`config.mk`:
```
export PLATFORM = sky130hd
export DESIGN_NAME = debounced_key_press_controller_top
export DESIGN_NICKNAME = d
export VERILOG_FILES = /design/src/rtl/dkp_pkg.sv /design/src/rtl/dkp_cfg_regs.sv /design/src/rtl/dkp_debounce.sv /design/src/rtl/dkp_key_fsm.sv /design/src/rtl/debounced_key_press_controller_top.sv
export SDC_FILE = /design/constraint.sdc
export NUM_CORES = 1
export LEC_CHECK = 0
export BUFFER_PORTS_ARGS = -buffer_cell sky130_fd_sc_hd__clkbuf_2
export CORE_AREA = 8 8 127 129
export CTS_BUF_LIST = sky130_fd_sc_hd__clkbuf_16
export CTS_CLUSTER_SIZE = 16
export DETAILED_ROUTE_END_ITERATION = 8
export DIE_AREA = 0 0 135 137
export GPL_TIMING_DRIVEN = 0
export PLACE_DENSITY_LB_ADDON = 0.1
export SYNTH_ARGS = -nofsm -noshare
export SYNTH_HDL_FRONTEND = slang
export SYNTH_SLANG_ARGS = --single-unit
```
`constraint.sdc`:
```
create_clock -name clk -period 5.3 [get_ports clk]
set_input_delay 0.53 -clock clk [delete_from_list [all_inputs] [get_ports clk]]
set_output_delay 0.53 -clock clk [all_outputs]
set_load 0.01 [all_outputs]
```
`src/rtl/dkp_pkg.sv`:
```
// Shared types, register indexes, key masks and command codes for the
// debounced key press controller. No dependencies.
package dkp_pkg;

  localparam int unsigned KEY_COUNT = 4;
  localparam int unsigned ADDR_W    = 5;
  localparam int unsigned DATA_W    = 32;

  // register indexes (byte address = 4 * index)
  localparam logic [2:0] REG_SAMPLE_PERIOD   = 3'd0;
  localparam logic [2:0] REG_WINDOW_SAMPLES  = 3'd1;
  localparam logic [2:0] REG_MATCH_THRESHOLD = 3'd2;
  localparam logic [2:0] REG_SHORT_BOUND     = 3'd3;
  localparam logic [2:0] REG_LONG_BOUND      = 3'd4;
  localparam logic [2:0] REG_VOLUME_STEP     = 3'd5;
  localparam logic [2:0] REG_VIBRATE_TICKS   = 3'd6;

  // reset values
  localparam logic [7:0]  RST_SAMPLE_PERIOD   = 8'd3;
  localparam logic [3:0]  RST_WINDOW_SAMPLES  = 4'd15;
  localparam logic [3:0]  RST_MATCH_THRESHOLD = 4'd8;
  localparam logic [3:0]  RST_SHORT_BOUND     = 4'd8;
  localparam logic [3:0]  RST_LONG_BOUND      = 4'd12;
  localparam logic [7:0]  RST_VOLUME_STEP     = 8'd4;
  localparam logic [15:0] RST_VIBRATE_TICKS   = 16'd200;

  // single-key window values
  localparam logic [KEY_COUNT-1:0] KEY_RECORD = 4'b0001;
  localparam logic [KEY_COUNT-1:0] KEY_PAUSE  = 4'b0010;
  localparam logic [KEY_COUNT-1:0] KEY_NEXT   = 4'b0100;
  localparam logic [KEY_COUNT-1:0] KEY_PREV   = 4'b1000;

  localparam logic [3:0] HOLD_MAX        = 4'd15;
  localparam logic [3:0] HOLD_AFTER_STEP = 4'd5;
  localparam logic [3:0] COUNT_MAX       = 4'd15;
  localparam logic [7:0] VOLUME_MAX      = 8'd255;

  typedef enum logic [2:0] {
    CMD_NONE   = 3'd0,
    CMD_RECORD = 3'd1,
    CMD_STOP   = 3'd2,
    CMD_PAUSE  = 3'd3,
    CMD_NEXT   = 3'd4,
    CMD_PREV   = 3'd5,
    CMD_VOLUME = 3'd6
  } cmd_t;

  typedef enum logic [4:0] {
    ST_IDLE   = 5'b00001,
    ST_RECORD = 5'b00010,
    ST_PAUSE  = 5'b00100,
    ST_NEXT   = 5'b01000,
    ST_PREV   = 5'b10000
  } key_state_t;

  typedef struct packed {
    logic [7:0]  sample_period;
    logic [3:0]  window_samples;
    logic [3:0]  match_threshold;
    logic [3:0]  short_bound;
    logic [3:0]  long_bound;
    logic [7:0]  volume_step;
    logic [15:0] vibrate_ticks;
  } cfg_t;

  // debounce window result handed to the key machine
  typedef struct packed {
    logic                 accept;
    logic [KEY_COUNT-1:0] value;
  } win_t;

endpackage

```
`src/rtl/dkp_cfg_regs.sv`:
```
// APB-style configuration register file for the key press controller.
// Depends on dkp_pkg.
module dkp_cfg_regs (
  input  logic                        clk,
  input  logic                        rst_n,
  input  logic                        psel,
  input  logic                        penable,
  input  logic                        pwrite,
  input  logic [dkp_pkg::ADDR_W-1:0]  paddr,
  input  logic [dkp_pkg::DATA_W-1:0]  pwdata,
  output logic [dkp_pkg::DATA_W-1:0]  prdata,
  output logic                        pready,
  output dkp_pkg::cfg_t               cfg
);

  dkp_pkg::cfg_t cfg_r;
  logic [2:0]    idx;
  logic          wr_en;

  assign idx    = paddr[4:2];
  assign wr_en  = psel && penable && pwrite;
  assign pready = 1'b1;
  assign cfg    = cfg_r;

  always_ff @(posedge clk) begin
    if (!rst_n) begin
      cfg_r.sample_period   <= dkp_pkg::RST_SAMPLE_PERIOD;
      cfg_r.window_samples  <= dkp_pkg::RST_WINDOW_SAMPLES;
      cfg_r.match_threshold <= dkp_pkg::RST_MATCH_THRESHOLD;
      cfg_r.short_bound     <= dkp_pkg::RST_SHORT_BOUND;
      cfg_r.long_bound      <= dkp_pkg::RST_LONG_BOUND;
      cfg_r.volume_step     <= dkp_pkg::RST_VOLUME_STEP;
      cfg_r.vibrate_ticks   <= dkp_pkg::RST_VIBRATE_TICKS;
    end else if (wr_en) begin
      unique case (idx)
        dkp_pkg::REG_SAMPLE_PERIOD:   cfg_r.sample_period   <= pwdata[7:0];
        dkp_pkg::REG_WINDOW_SAMPLES:  cfg_r.window_samples  <= pwdata[3:0];
        dkp_pkg::REG_MATCH_THRESHOLD: cfg_r.match_threshold <= pwdata[3:0];
        dkp_pkg::REG_SHORT_BOUND:     cfg_r.short_bound     <= pwdata[3:0];
        dkp_pkg::REG_LONG_BOUND:      cfg_r.long_bound      <= pwdata[3:0];
        dkp_pkg::REG_VOLUME_STEP:     cfg_r.volume_step     <= pwdata[7:0];
        dkp_pkg::REG_VIBRATE_TICKS:   cfg_r.vibrate_ticks   <= pwdata[15:0];
        default: ;
      endcase
    end
  end

  always_comb begin
    unique case (idx)
      dkp_pkg::REG_SAMPLE_PERIOD:   prdata = {24'd0, cfg_r.sample_period};
      dkp_pkg::REG_WINDOW_SAMPLES:  prdata = {28'd0, cfg_r.window_samples};
      dkp_pkg::REG_MATCH_THRESHOLD: prdata = {28'd0, cfg_r.match_threshold};
      dkp_pkg::REG_SHORT_BOUND:     prdata = {28'd0, cfg_r.short_bound};
      dkp_pkg::REG_LONG_BOUND:      prdata = {28'd0, cfg_r.long_bound};
      dkp_pkg::REG_VOLUME_STEP:     prdata = {24'd0, cfg_r.volume_step};
      dkp_pkg::REG_VIBRATE_TICKS:   prdata = {16'd0, cfg_r.vibrate_ticks};
      default:                      prdata = '0;
    endcase
  end

endmodule

```
`src/rtl/dkp_debounce.sv`:
```
// Key sampler and debounce window: decides once per tick whether a window
// closes and is accepted. Depends on dkp_pkg.
module dkp_debounce (
  input  logic                           clk,
  input  logic                           rst_n,
  input  logic                           fire,
  input  logic [dkp_pkg::KEY_COUNT-1:0]  keys,
  input  dkp_pkg::cfg_t                  cfg,
  output dkp_pkg::win_t                  win
);

  logic [7:0]                    tick_r, tick_nxt, tick_inc, period;
  logic [3:0]                    wc_r, wc_nxt, wc_inc, wsamp;
  logic [3:0]                    mc_r, mc_nxt, mc_inc;
  logic [dkp_pkg::KEY_COUNT-1:0] wv_r, wv_nxt;
  logic                          samp, close;

  always_comb begin
    period = (cfg.sample_period == 8'd0) ? 8'd1 : cfg.sample_period;
    wsamp  = (cfg.window_samples == 4'd0) ? 4'd1 : cfg.window_samples;

    tick_inc = tick_r + 8'd1;
    samp     = (tick_inc >= period);
    tick_nxt = samp ? 8'd0 : tick_inc;

    wv_nxt = (samp && wc_r == 4'd0) ? keys : wv_r;
    mc_inc = (samp && keys == wv_nxt && mc_r < dkp_pkg::COUNT_MAX) ? mc_r + 4'd1 : mc_r;
    wc_inc = (samp && wc_r < dkp_pkg::COUNT_MAX) ? wc_r + 4'd1 : wc_r;

    // a closing window clears both counts, accepted or not
    close  = (wc_inc >= wsamp);
    wc_nxt = close ? 4'd0 : wc_inc;
    mc_nxt = close ? 4'd0 : mc_inc;

    win.accept = close && (mc_inc > cfg.match_threshold);
    win.value  = wv_nxt;
  end

  always_ff @(posedge clk) begin
    if (!rst_n) begin
      tick_r <= '0;
      wc_r   <= '0;
      mc_r   <= '0;
      wv_r   <= '0;
    end else if (fire) begin
      tick_r <= tick_nxt;
      wc_r   <= wc_nxt;
      mc_r   <= mc_nxt;
      wv_r   <= wv_nxt;
    end
  end

endmodule

```
`src/rtl/dkp_key_fsm.sv`:
```
// Five-state key machine with hold counters, volume stepping and the
// vibration motor pulse timer. Depends on dkp_pkg.
module dkp_key_fsm (
  input  logic                           clk,
  input  logic                           rst_n,
  input  logic                           fire,
  input  dkp_pkg::win_t                  win,
  input  logic [7:0]                     cur_volume,
  input  dkp_pkg::cfg_t                  cfg,
  output dkp_pkg::cmd_t                  cmd,
  output logic [7:0]                     new_volume,
  output logic                           motor_on,
  output logic [dkp_pkg::KEY_COUNT-1:0]  debounced_keys
);

  dkp_pkg::key_state_t           st_r, st_nxt;
  logic [3:0]                    nh_r, nh_nxt, ph_r, ph_nxt;
  logic [dkp_pkg::KEY_COUNT-1:0] prev_r, prev_nxt, v;
  logic                          va_r, va_nxt, va_mid;
  logic [15:0]                   el_r, el_nxt, el_mid;
  logic [8:0]                    vol_sum;
  logic [7:0]                    vol_up, vol_down;

  always_comb begin
    vol_sum  = {1'b0, cur_volume} + {1'b0, cfg.volume_step};
    vol_up   = vol_sum[8] ? dkp_pkg::VOLUME_MAX : vol_sum[7:0];
    vol_down = (cur_volume < cfg.volume_step) ? 8'd0 : cur_volume - cfg.volume_step;
  end

  always_comb begin
    v        = win.value;
    st_nxt   = st_r;
    nh_nxt   = nh_r;
    ph_nxt   = ph_r;
    prev_nxt = prev_r;
    cmd      = dkp_pkg::CMD_NONE;
    new_volume = 8'd0;

    // motor timer runs before the window is handled
    va_mid = va_r && (el_r < cfg.vibrate_ticks);
    el_mid = (va_r && el_r < cfg.vibrate_ticks) ? el_r + 16'd1 : el_r;
    va_nxt = va_mid;
    el_nxt = el_mid;

    if (win.accept) begin
      if (v != prev_r) begin
        prev_nxt = v;
        if (v != '0 && !va_mid) begin
          va_nxt = 1'b1;
          el_nxt = 16'd0;
        end
      end
      unique case (st_r)
        dkp_pkg::ST_IDLE: begin
          priority if (v == dkp_pkg::KEY_RECORD) begin
            st_nxt = dkp_pkg::ST_RECORD;
            cmd    = dkp_pkg::CMD_RECORD;
          end else if (v == dkp_pkg::KEY_PAUSE) begin
            st_nxt = dkp_pkg::ST_PAUSE;
          end else if (v == dkp_pkg::KEY_NEXT) begin
            st_nxt = dkp_pkg::ST_NEXT;
            if (nh_r < dkp_pkg::HOLD_MAX) nh_nxt = nh_r + 4'd1;
          end else if (v == dkp_pkg::KEY_PREV) begin
            st_nxt = dkp_pkg::ST_PREV;
            if (ph_r < dkp_pkg::HOLD_MAX) ph_nxt = ph_r + 4'd1;
          end else begin
          end
        end
        dkp_pkg::ST_RECORD: begin
          if ((v & dkp_pkg::KEY_RECORD) == '0) begin
            st_nxt = dkp_pkg::ST_IDLE;
            cmd    = dkp_pkg::CMD_STOP;
          end
        end
        dkp_pkg::ST_PAUSE: begin
          if ((v & dkp_pkg::KEY_PAUSE) == '0) begin
            st_nxt = dkp_pkg::ST_IDLE;
            cmd    = dkp_pkg::CMD_PAUSE;
          end
        end
        dkp_pkg::ST_NEXT: begin
          if ((v & dkp_pkg::KEY_NEXT) == '0) begin
            st_nxt = dkp_pkg::ST_IDLE;
            nh_nxt = 4'd0;
            if (nh_r != 4'd0 && nh_r < cfg.short_bound) cmd = dkp_pkg::CMD_NEXT;
          end else if (nh_r > cfg.long_bound) begin
            cmd        = dkp_pkg::CMD_VOLUME;
            new_volume = vol_up;
            nh_nxt     = dkp_pkg::HOLD_AFTER_STEP;
          end else if (nh_r < dkp_pkg::HOLD_MAX) begin
            nh_nxt = nh_r + 4'd1;
          end
        end
        dkp_pkg::ST_PREV: begin
          if ((v & dkp_pkg::KEY_PREV) == '0) begin
            st_nxt = dkp_pkg::ST_IDLE;
            ph_nxt = 4'd0;
            if (ph_r != 4'd0 && ph_r < cfg.short_bound) cmd = dkp_pkg::CMD_PREV;
          end else if (ph_r > cfg.long_bound) begin
            cmd        = dkp_pkg::CMD_VOLUME;
            new_volume = vol_down;
            ph_nxt     = dkp_pkg::HOLD_AFTER_STEP;
          end else if (ph_r < dkp_pkg::HOLD_MAX) begin
            ph_nxt = ph_r + 4'd1;
          end
        end
        default: st_nxt = dkp_pkg::ST_IDLE;
      endcase
    end

    motor_on       = va_r;
    debounced_keys = prev_nxt;
  end

  always_ff @(posedge clk) begin
    if (!rst_n) begin
      st_r   <= dkp_pkg::ST_IDLE;
      nh_r   <= '0;
      ph_r   <= '0;
      prev_r <= '0;
      va_r   <= 1'b0;
      el_r   <= '0;
    end else if (fire) begin
      st_r   <= st_nxt;
      nh_r   <= nh_nxt;
      ph_r   <= ph_nxt;
      prev_r <= prev_nxt;
      va_r   <= va_nxt;
      el_r   <= el_nxt;
    end
  end

endmodule

```
`src/rtl/debounced_key_press_controller_top.sv`:
```
// Top level of the debounced key press controller: config regs, debounce
// window, key machine and result register. Depends on dkp_pkg and the dkp_ modules.
//
// Usage:
// - Input channel (in_valid/in_ready): one request per millisecond tick,
//   carrying the four key levels (bit i = key i+1, 1 = pressed) and the
//   player's present volume.
// - Result channel (out_valid/out_ready): exactly one result per input
//   request: command, new_volume (only nonzero with set volume), motor drive
//   sampled at the start of the tick, and the last accepted debounced keys.
// - A request accepted at edge N shows its result after edge N. Throughput
//   is one request per cycle while out_ready is high; the whole tick is one
//   pass of short logic from the state registers into the result register.
// - The result register doubles as the slot between the two sides: in_ready
//   is high while the slot is empty or being taken in the same cycle, so a
//   stalled receiver holds the result and back-pressures the input.
// - Reset (rst_n low, synchronous) empties the result slot, clears all tick,
//   window, hold and motor state to zero, puts the key machine in idle and
//   loads the register defaults.
// - Configuration: APB-style, register i at byte 4*i, pready always high;
//   write only while no request is in flight.
module debounced_key_press_controller_top (
  input  logic                           clk,
  input  logic                           rst_n,
  // configuration port
  input  logic                           psel,
  input  logic                           penable,
  input  logic                           pwrite,
  input  logic [dkp_pkg::ADDR_W-1:0]     paddr,
  input  logic [dkp_pkg::DATA_W-1:0]     pwdata,
  output logic [dkp_pkg::DATA_W-1:0]     prdata,
  output logic                           pready,
  // input channel
  input  logic                           in_valid,
  output logic                           in_ready,
  input  logic [dkp_pkg::KEY_COUNT-1:0]  in_key_levels,
  input  logic [7:0]                     in_current_volume,
  // result channel
  output logic                           out_valid,
  input  logic                           out_ready,
  output logic [2:0]                     out_command,
  output logic [7:0]                     out_new_volume,
  output logic                           out_motor_on,
  output logic [dkp_pkg::KEY_COUNT-1:0]  out_debounced_keys
);

  dkp_pkg::cfg_t                 cfg;
  dkp_pkg::win_t                 win;
  dkp_pkg::cmd_t                 cmd;
  logic [7:0]                    new_vol;
  logic                          motor;
  logic [dkp_pkg::KEY_COUNT-1:0] dkeys;
  logic                          in_fire;

  logic                          out_valid_r;
  logic [2:0]                    cmd_r;
  logic [7:0]                    vol_r;
  logic                          motor_r;
  logic [dkp_pkg::KEY_COUNT-1:0] keys_r;

  // slot frees up when empty or drained this cycle
  assign in_ready = !out_valid_r || out_ready;
  assign in_fire  = in_valid && in_ready;

  dkp_cfg_regs u_cfg (
    .clk     (clk),
    .rst_n   (rst_n),
    .psel    (psel),
    .penable (penable),
    .pwrite  (pwrite),
    .paddr   (paddr),
    .pwdata  (pwdata),
    .prdata  (prdata),
    .pready  (pready),
    .cfg     (cfg)
  );

  dkp_debounce u_deb (
    .clk   (clk),
    .rst_n (rst_n),
    .fire  (in_fire),
    .keys  (in_key_levels),
    .cfg   (cfg),
    .win   (win)
  );

  dkp_key_fsm u_fsm (
    .clk            (clk),
    .rst_n          (rst_n),
    .fire           (in_fire),
    .win            (win),
    .cur_volume     (in_current_volume),
    .cfg            (cfg),
    .cmd            (cmd),
    .new_volume     (new_vol),
    .motor_on       (motor),
    .debounced_keys (dkeys)
  );

  // result slot: valid is control, payload loads without reset
  always_ff @(posedge clk) begin
    if (!rst_n) begin
      out_valid_r <= 1'b0;
    end else if (in_fire) begin
      out_valid_r <= 1'b1;
    end else if (out_ready) begin
      out_valid_r <= 1'b0;
    end
  end

  always_ff @(posedge clk) begin
    if (in_fire) begin
      cmd_r   <= cmd;
      vol_r   <= new_vol;
      motor_r <= motor;
      keys_r  <= dkeys;
    end
  end

  assign out_valid          = out_valid_r;
  assign out_command        = cmd_r;
  assign out_new_volume     = vol_r;
  assign out_motor_on       = motor_r;
  assign out_debounced_keys = keys_r;

  // new_volume is only carried with a set volume command
  a_vol_zero: assert property (@(posedge clk) disable iff (!rst_n)
    (out_valid_r && out_command != dkp_pkg::CMD_VOLUME) |-> (out_new_volume == 8'd0))
    else $error("new_volume nonzero without set volume command");

  // command codes stay within the defined set
  a_cmd_range: assert property (@(posedge clk) disable iff (!rst_n)
    out_valid_r |-> (out_command <= dkp_pkg::CMD_VOLUME))
    else $error("undefined command code");

  // every accepted request leaves a result in the slot
  a_result: assert property (@(posedge clk) disable iff (!rst_n)
    in_fire |=> out_valid_r)
    else $error("accepted request produced no result");

  // input is only held off by a full, stalled result slot
  a_backpressure: assert property (@(posedge clk) disable iff (!rst_n)
    !in_ready |-> (out_valid_r && !out_ready))
    else $error("input stalled with free result slot");

endmodule
```
; ---- Yosys cells after proc, flatten, opt, wreduce, memory -nomap -nowiden
; Index checks and enable logic that the tools add are counted.
[classes]
order_cmp = 13
n_reduce_logical = 39
muxes = 61
n_eq_ne = 27
add_sub_neg = 8
[ops]
columns = op, count
row1 = case mux 16 bit (7 select lines), 1
row2 = two-way mux 4 bit, 21
row3 = two-way mux 16 bit, 4
row4 = two-way mux 8 bit, 8
row5 = two-way mux 5 bit, 8
row6 = case mux 5 bit (5 select lines), 1
row7 = zero test 4 bit, 6
row8 = two-way mux 3 bit, 6
row9 = adder 16 x 1 -> 16 bit (second input constant), 1
row10 = adder 4 x 1 -> 4 bit (second input constant), 4
row11 = < comparator 16 bit, 1
row12 = < comparator 4 bit (second input constant), 4
row13 = case mux 4 bit (2 select lines), 2
row14 = case mux 8 bit (2 select lines), 1
row15 = case mux 3 bit (5 select lines), 1
row16 = AND reduction 2 bit, 7
row17 = AND reduction 7 bit, 2
row18 = greater-than comparator 4 bit, 3
row19 = logical AND 1 bit, 12
row20 = != test 2 x 1 -> 1 bit (second input constant), 6
row21 = nonzero test 4 bit, 3
row22 = adder 8 x 8 -> 9 bit, 1
row23 = == test 3 bit (second input constant), 3
row24 = adder 8 x 1 -> 8 bit (second input constant), 1
row25 = other kinds (28), 41
[word_totals]
input_bits = 56
output_inout_bits = 51
word_cells = 170
regBits = 119

; ---- Longest topological paths before layout
[logic_depth]
depth_word = 12
mapped_depth = 21
depth_no_buf = 19

; ---- Modules after synthesis
; From an unflattened synthesis, not the netlist that was laid out.
[unflattened]
hier_cells = 978
area_unflattened_um2 = 8383.0
[modules_own_cells]
columns = module, cells_each, seq_area_each_um2, area_each_um2, instances
row1 = dkp_key_fsm, 477, 680.7, 3701.0, 1
row2 = dkp_cfg_regs, 265, 960.9, 2389.8, 1
row3 = dkp_debounce, 215, 400.4, 1754.2, 1
row4 = debounced_key_press_controller_top, 21, 500.5, 538.0, 1

; ---- Worst setup path before layout
; Ideal clock, no wire load.
[synth_path]
kind = reg2reg
startpoint = reg u_deb.tick_r[2]
endpoint = reg u_fsm.ph_r[3]
n_path_buf = 2
setup_time_ps = 119
arrival_time_ps = 4644
setup_slack_ps = 537
path_stages_with_launch = 21
period_less_slack_ps = 4763
required_time_ps = 5181
path_cell_list = dfxtp_1 -> and3_1 -> and3_1 -> nand3_1 -> xnor2_1 -> ha_1 -> nand4_1 -> o311a_1 -> buf_6 -> a311oi_2 -> mux2_2 -> ha_1 -> nor2b_1 -> o21a_1 -> o21a_1 -> o211ai_1 -> clkbuf_1 -> nor2_1 -> o21ai_1 -> nor2_1 -> o221a_2
[synth_between]
elab_chain_cells = 11
elab_cells_between_ends = 25
classes_between = add/sub: 1 / order compare: 3 / eq/ne: 9 / mux: 5 / reduce/logical: 7
[synth_lines]
columns = item, line_no
row1 = start: declaration, dkp_debounce.sv:12  ; logic [7:0] tick_r, tick_nxt, tick_inc, period;
row2 = start signal: assignment, dkp_debounce.sv:46  ; tick_r <= tick_nxt;
row3 = adder 8 x 1 -> 8 bit (*), dkp_debounce.sv:22  ; tick_inc = tick_r + 8'd1;
row4 = greater-or-equal comparator 8 bit (*), dkp_debounce.sv:23  ; samp = (tick_inc >= period);
row5 = logical AND 1 bit, dkp_debounce.sv:26  ; wv_nxt = (samp && wc_r == 4'd0) ? keys : wv_r;
row6 = two-way mux 4 bit, dkp_debounce.sv:26
row7 = == test 4 bit, dkp_debounce.sv:27  ; mc_inc = (samp && keys == wv_nxt && mc_r < dkp_pkg::COUNT_MAX) ? mc_r + 4'd1 : mc_r;
row8 = logical AND 1 bit (2 in a row), dkp_debounce.sv:27
row9 = two-way mux 4 bit, dkp_debounce.sv:27
row10 = greater-than comparator 4 bit, dkp_debounce.sv:35  ; win.accept = close && (mc_inc > cfg.match_threshold);
row11 = logical AND 1 bit, dkp_debounce.sv:35
row12 = AND reduction 7 bit (no source line), --
row13 = end signal: assignment, dkp_key_fsm.sv:126  ; ph_r <= ph_nxt;
row14 = end: declaration, dkp_key_fsm.sv:17  ; logic [3:0] nh_r, nh_nxt, ph_r, ph_nxt;
; Mark *: on every way between the ends. The rest lies on a longest branch, timed or not.
; A chain may end at the register's enable or synchronous reset.

; ---- Worst setup path after layout
[layout_path]
startpoint = reg u_deb.tick_r[2]
endpoint = reg u_fsm.ph_r[0]
; Same word-level chain as after synthesis.

==> qor.csv <==
metric;value;unit
PortBufs;66;
WS Path Type;reg -> reg;
gpl congestion;0.883;
critical path data required time;5.62;ns
Wirelength per Cell;17.6;µm
initial core utilization;57.0;%
Slowest-stage cell, CP;dfxtp_1;
most frequent cells in the layout;dfxtp_1, nand2_1, nor2_1;
Placement Rows;44;
initial antenna violation count;0;
Hold Path Class;in -> reg;
setup TNS;0;ns
status;finished, final reports clean;
clk sink count;119;
dpl hpwl;16700;µm
Seq cells post-synth;119;
Antenna Cells;0;
PwrDens;265;nW/µm²
FILL cells;1253;
count of final setup violators;0;
Final ANT Viol Nets;0;
dpl ws;-0.810;ns
vias in the first global route;7108;
max_cap viols;0;
Clock Root Buffer;clkbuf_16;
final slew viol count;0;
DRT iter0 DRCs;583;
worst min-delay path startpoint;pwdata[10];
Clock Path Buffers;2;
crit path launch;u_deb.tick_r[2]$_SDFFE_PN0P_;
average cell area after synthesis;8.35;µm²
top cells by area, synth;dfxtp_1, ha_1, edfxtp_1;
router iterations before antenna repair;5;
htree depth;4;
Worst path top cell family by delay;compound AO/OA/AOI/OAI gates;
I/O Pins;107;
Worst setup SP type;flop;
Skew-Pair Late Insertion Delay;0.43;ns
Crit Reg-Reg Startpoint;u_deb.tick_r[2]$_SDFFE_PN0P_;
placed cell areas;8720;µm²
Final Power;2.50;mW
Final Cycle Share;94.6;%
via count;7558;
yosys warns;0;
CP peak stage delay;0.43;ns
# DRC;0;
Non-Filler Cell Area, Final;9430;µm²
post-synth top area share;25.5;%
Leak;4.02;nW
critical-path cell list;and3_1 > and3_1 > nand3_1 > xnor2_1 > ha_1 > nand4_1 > o311a_1 > buf_6 > a311oi_4 > mux2_2 > ha_1 > nor2b_1 > o21a_1 > o21a_1 > o211ai_1 > buf_4 > buf_4 > nor2_4 > o21ai_2 > a21oi_1 > o221a_2;
Final WS setup;0.285;ns
final hold viol count;0;
sequential share of the synthesized area;31.4;%
Clock transition at path regs;0.06;ns
mapped cell area;8100;µm²
largest net degree at the start of global routing;26;
Peak VDD IR;0.000257;V
layout cells sized above 1;15.3;%
Final min period;5.02;ns
number of synthesized flops with an enable pin;16;
Chip Width;135;µm
Worst EP arrival;5.33;ns
Most used DFF post-synth;dfxtp_1;
top cell type by total area after synthesis;dfxtp_1;
critical path capture point type;flop;
drt via density;5.94;
maximum net fanout on the critical path;10;
Slew @ Worst Pin;1.14;ns
chip height;137;µm
wirelength, routed;22400;µm
Tot GR Track Use;24.6;%
Final Non-Filler Cells;1273;
TritonCTS clock tree;built;
cell count after synthesis;970;
Worst Clk Skew;0.0125;ns
total gr overflow;0;
fmax;199;MHz
NumNets Final;1204;
Placeable Area;14200;µm²
first-pass GRT wire length;36200;µm
CTS Buf Count;17;
die area;18500;µm²
commonest non-fill, non-tap cell in the layout;dfxtp_1;
fraction of registers with async set or reset after synthesis;0;%
Placed Instances;1235;
Slew headroom;22.9;%
Netlist cell types;85;
buffer and inverter count on the worst path;3;
area grow syn2layout;16.4;%
[stage by stage]
stage	hold WS, ns	utilization [%]
after CTS	0.305	65.9
after global routing	0.322	66.4
final	0.318	66.4
after detailed placement	0.460	61.4
after floorplan	0.425	-
after global placement	0.450	61.4
[where the power goes]
part,leakage (nW),switching [mW],internal (mW),total [mW]
Combinational,2.73,0.224,0.134,0.357
Sequential,0.994,0.0112,0.930,0.941
Clock,0.301,0.492,0.714,1.21
[logic make-up (layout without fill, tap and decap cells)]
kind of cell    count (synthesis)  count (layout)  share of synthesized area [%]
other cells                     2              17                         0.0927
compound gates                233             233                           20.1
flops                         119             119                           31.4
mux                            42              42                           5.81
fa+ha+maj                      72              72                           11.3
xor+xnor                       34              34                           3.68
buf+inv                       132             236                           7.10
simple gates                  336             336                           20.5
[tightest hold or removal path, stage by stage]
cell and delay (ns):
clkbuf_2 0.08, nand2_1 0.04, a21oi_1 0.05
[synth_stat cells, types with 4 or more instances]
cell type,count
nand2_1,91
o21ai_0,34
a21oi_1,63
nand2b_1,7
clkbuf_1,35
a221oi_1,4
nor3_1,26
nand4_1,15
and2_1,15
mux2_2,6
o2111ai_1,4
dfxtp_1,103
nand3_1,31
a21o_1,14
nand3b_1,6
o21a_1,10
nor2_1,90
a22oi_1,11
nand4b_1,4
or3_1,5
inv_1,74
edfxtp_1,16
mux2i_1,32
buf_4,17
and3_1,19
o211ai_1,13
xnor2_1,13
xor2_1,21
a211oi_1,13
ha_1,70
nor2b_1,5
a31oi_1,7
[path summary, 6_finish.rpt]
path | endpoint | slack, ns | cells after the start
setup reg to reg | u_fsm.ph_r[0]$_SDFFE_PN0P_ | 0.28 | 21
setup / recovery | u_fsm.ph_r[0]$_SDFFE_PN0P_ | 0.28 | 21
hold / removal | u_cfg.cfg[10]$_SDFFE_PN0P_ | 0.32 | 3
hold reg to reg | u_deb.tick_r[7]$_SDFFE_PN0P_ | 0.47 | 2
[area by class of cell]
cell class | count | area (µm²) | area share (%)
multi-input cells | 734 | 5100 | 54.0
well taps | 184 | 230 | 2.44
repair buffers | 72 | 375 | 3.98
inverters | 74 | 278 | 2.94
flip-flops and latches | 119 | 2540 | 26.9
plain buffers | 58 | 304 | 3.22
clock inverters | 15 | 180 | 1.91
clock buffers | 17 | 425 | 4.51
[registers in the layout (all words and copies together) (netlist names)]
name and flops:
out_command 3, out_debounced_keys 4, out_motor_on 1, out_new_volume 8, out_valid 1, u_cfg.cfg 48, u_deb.mc_r 4, u_deb.tick_r 8
u_deb.wc_r 4, u_deb.wv_r 4, u_fsm.el_r 16, u_fsm.motor_on 1, u_fsm.nh_r 4, u_fsm.ph_r 4, u_fsm.prev_r 4, u_fsm.st_r 5
[metal layers]
layer	share of wire, %	global-route usage (%)	vias up
li1	-	-	3665
met1	43	30.9	3549
met2	47	40.5	302
met3	6.9	5.03	42
met4	2.6	9.93	0
met5	0	0	-
[what timing repair did]
item	4_1_cts	5_1_grt
resized for setup	6	11
endpoints found under the setup margin	42	37
buffers inserted	1	5
hold buffers	0	0
pin swaps	1	2
No activity file was read; power rests on OpenSTA's default activity.
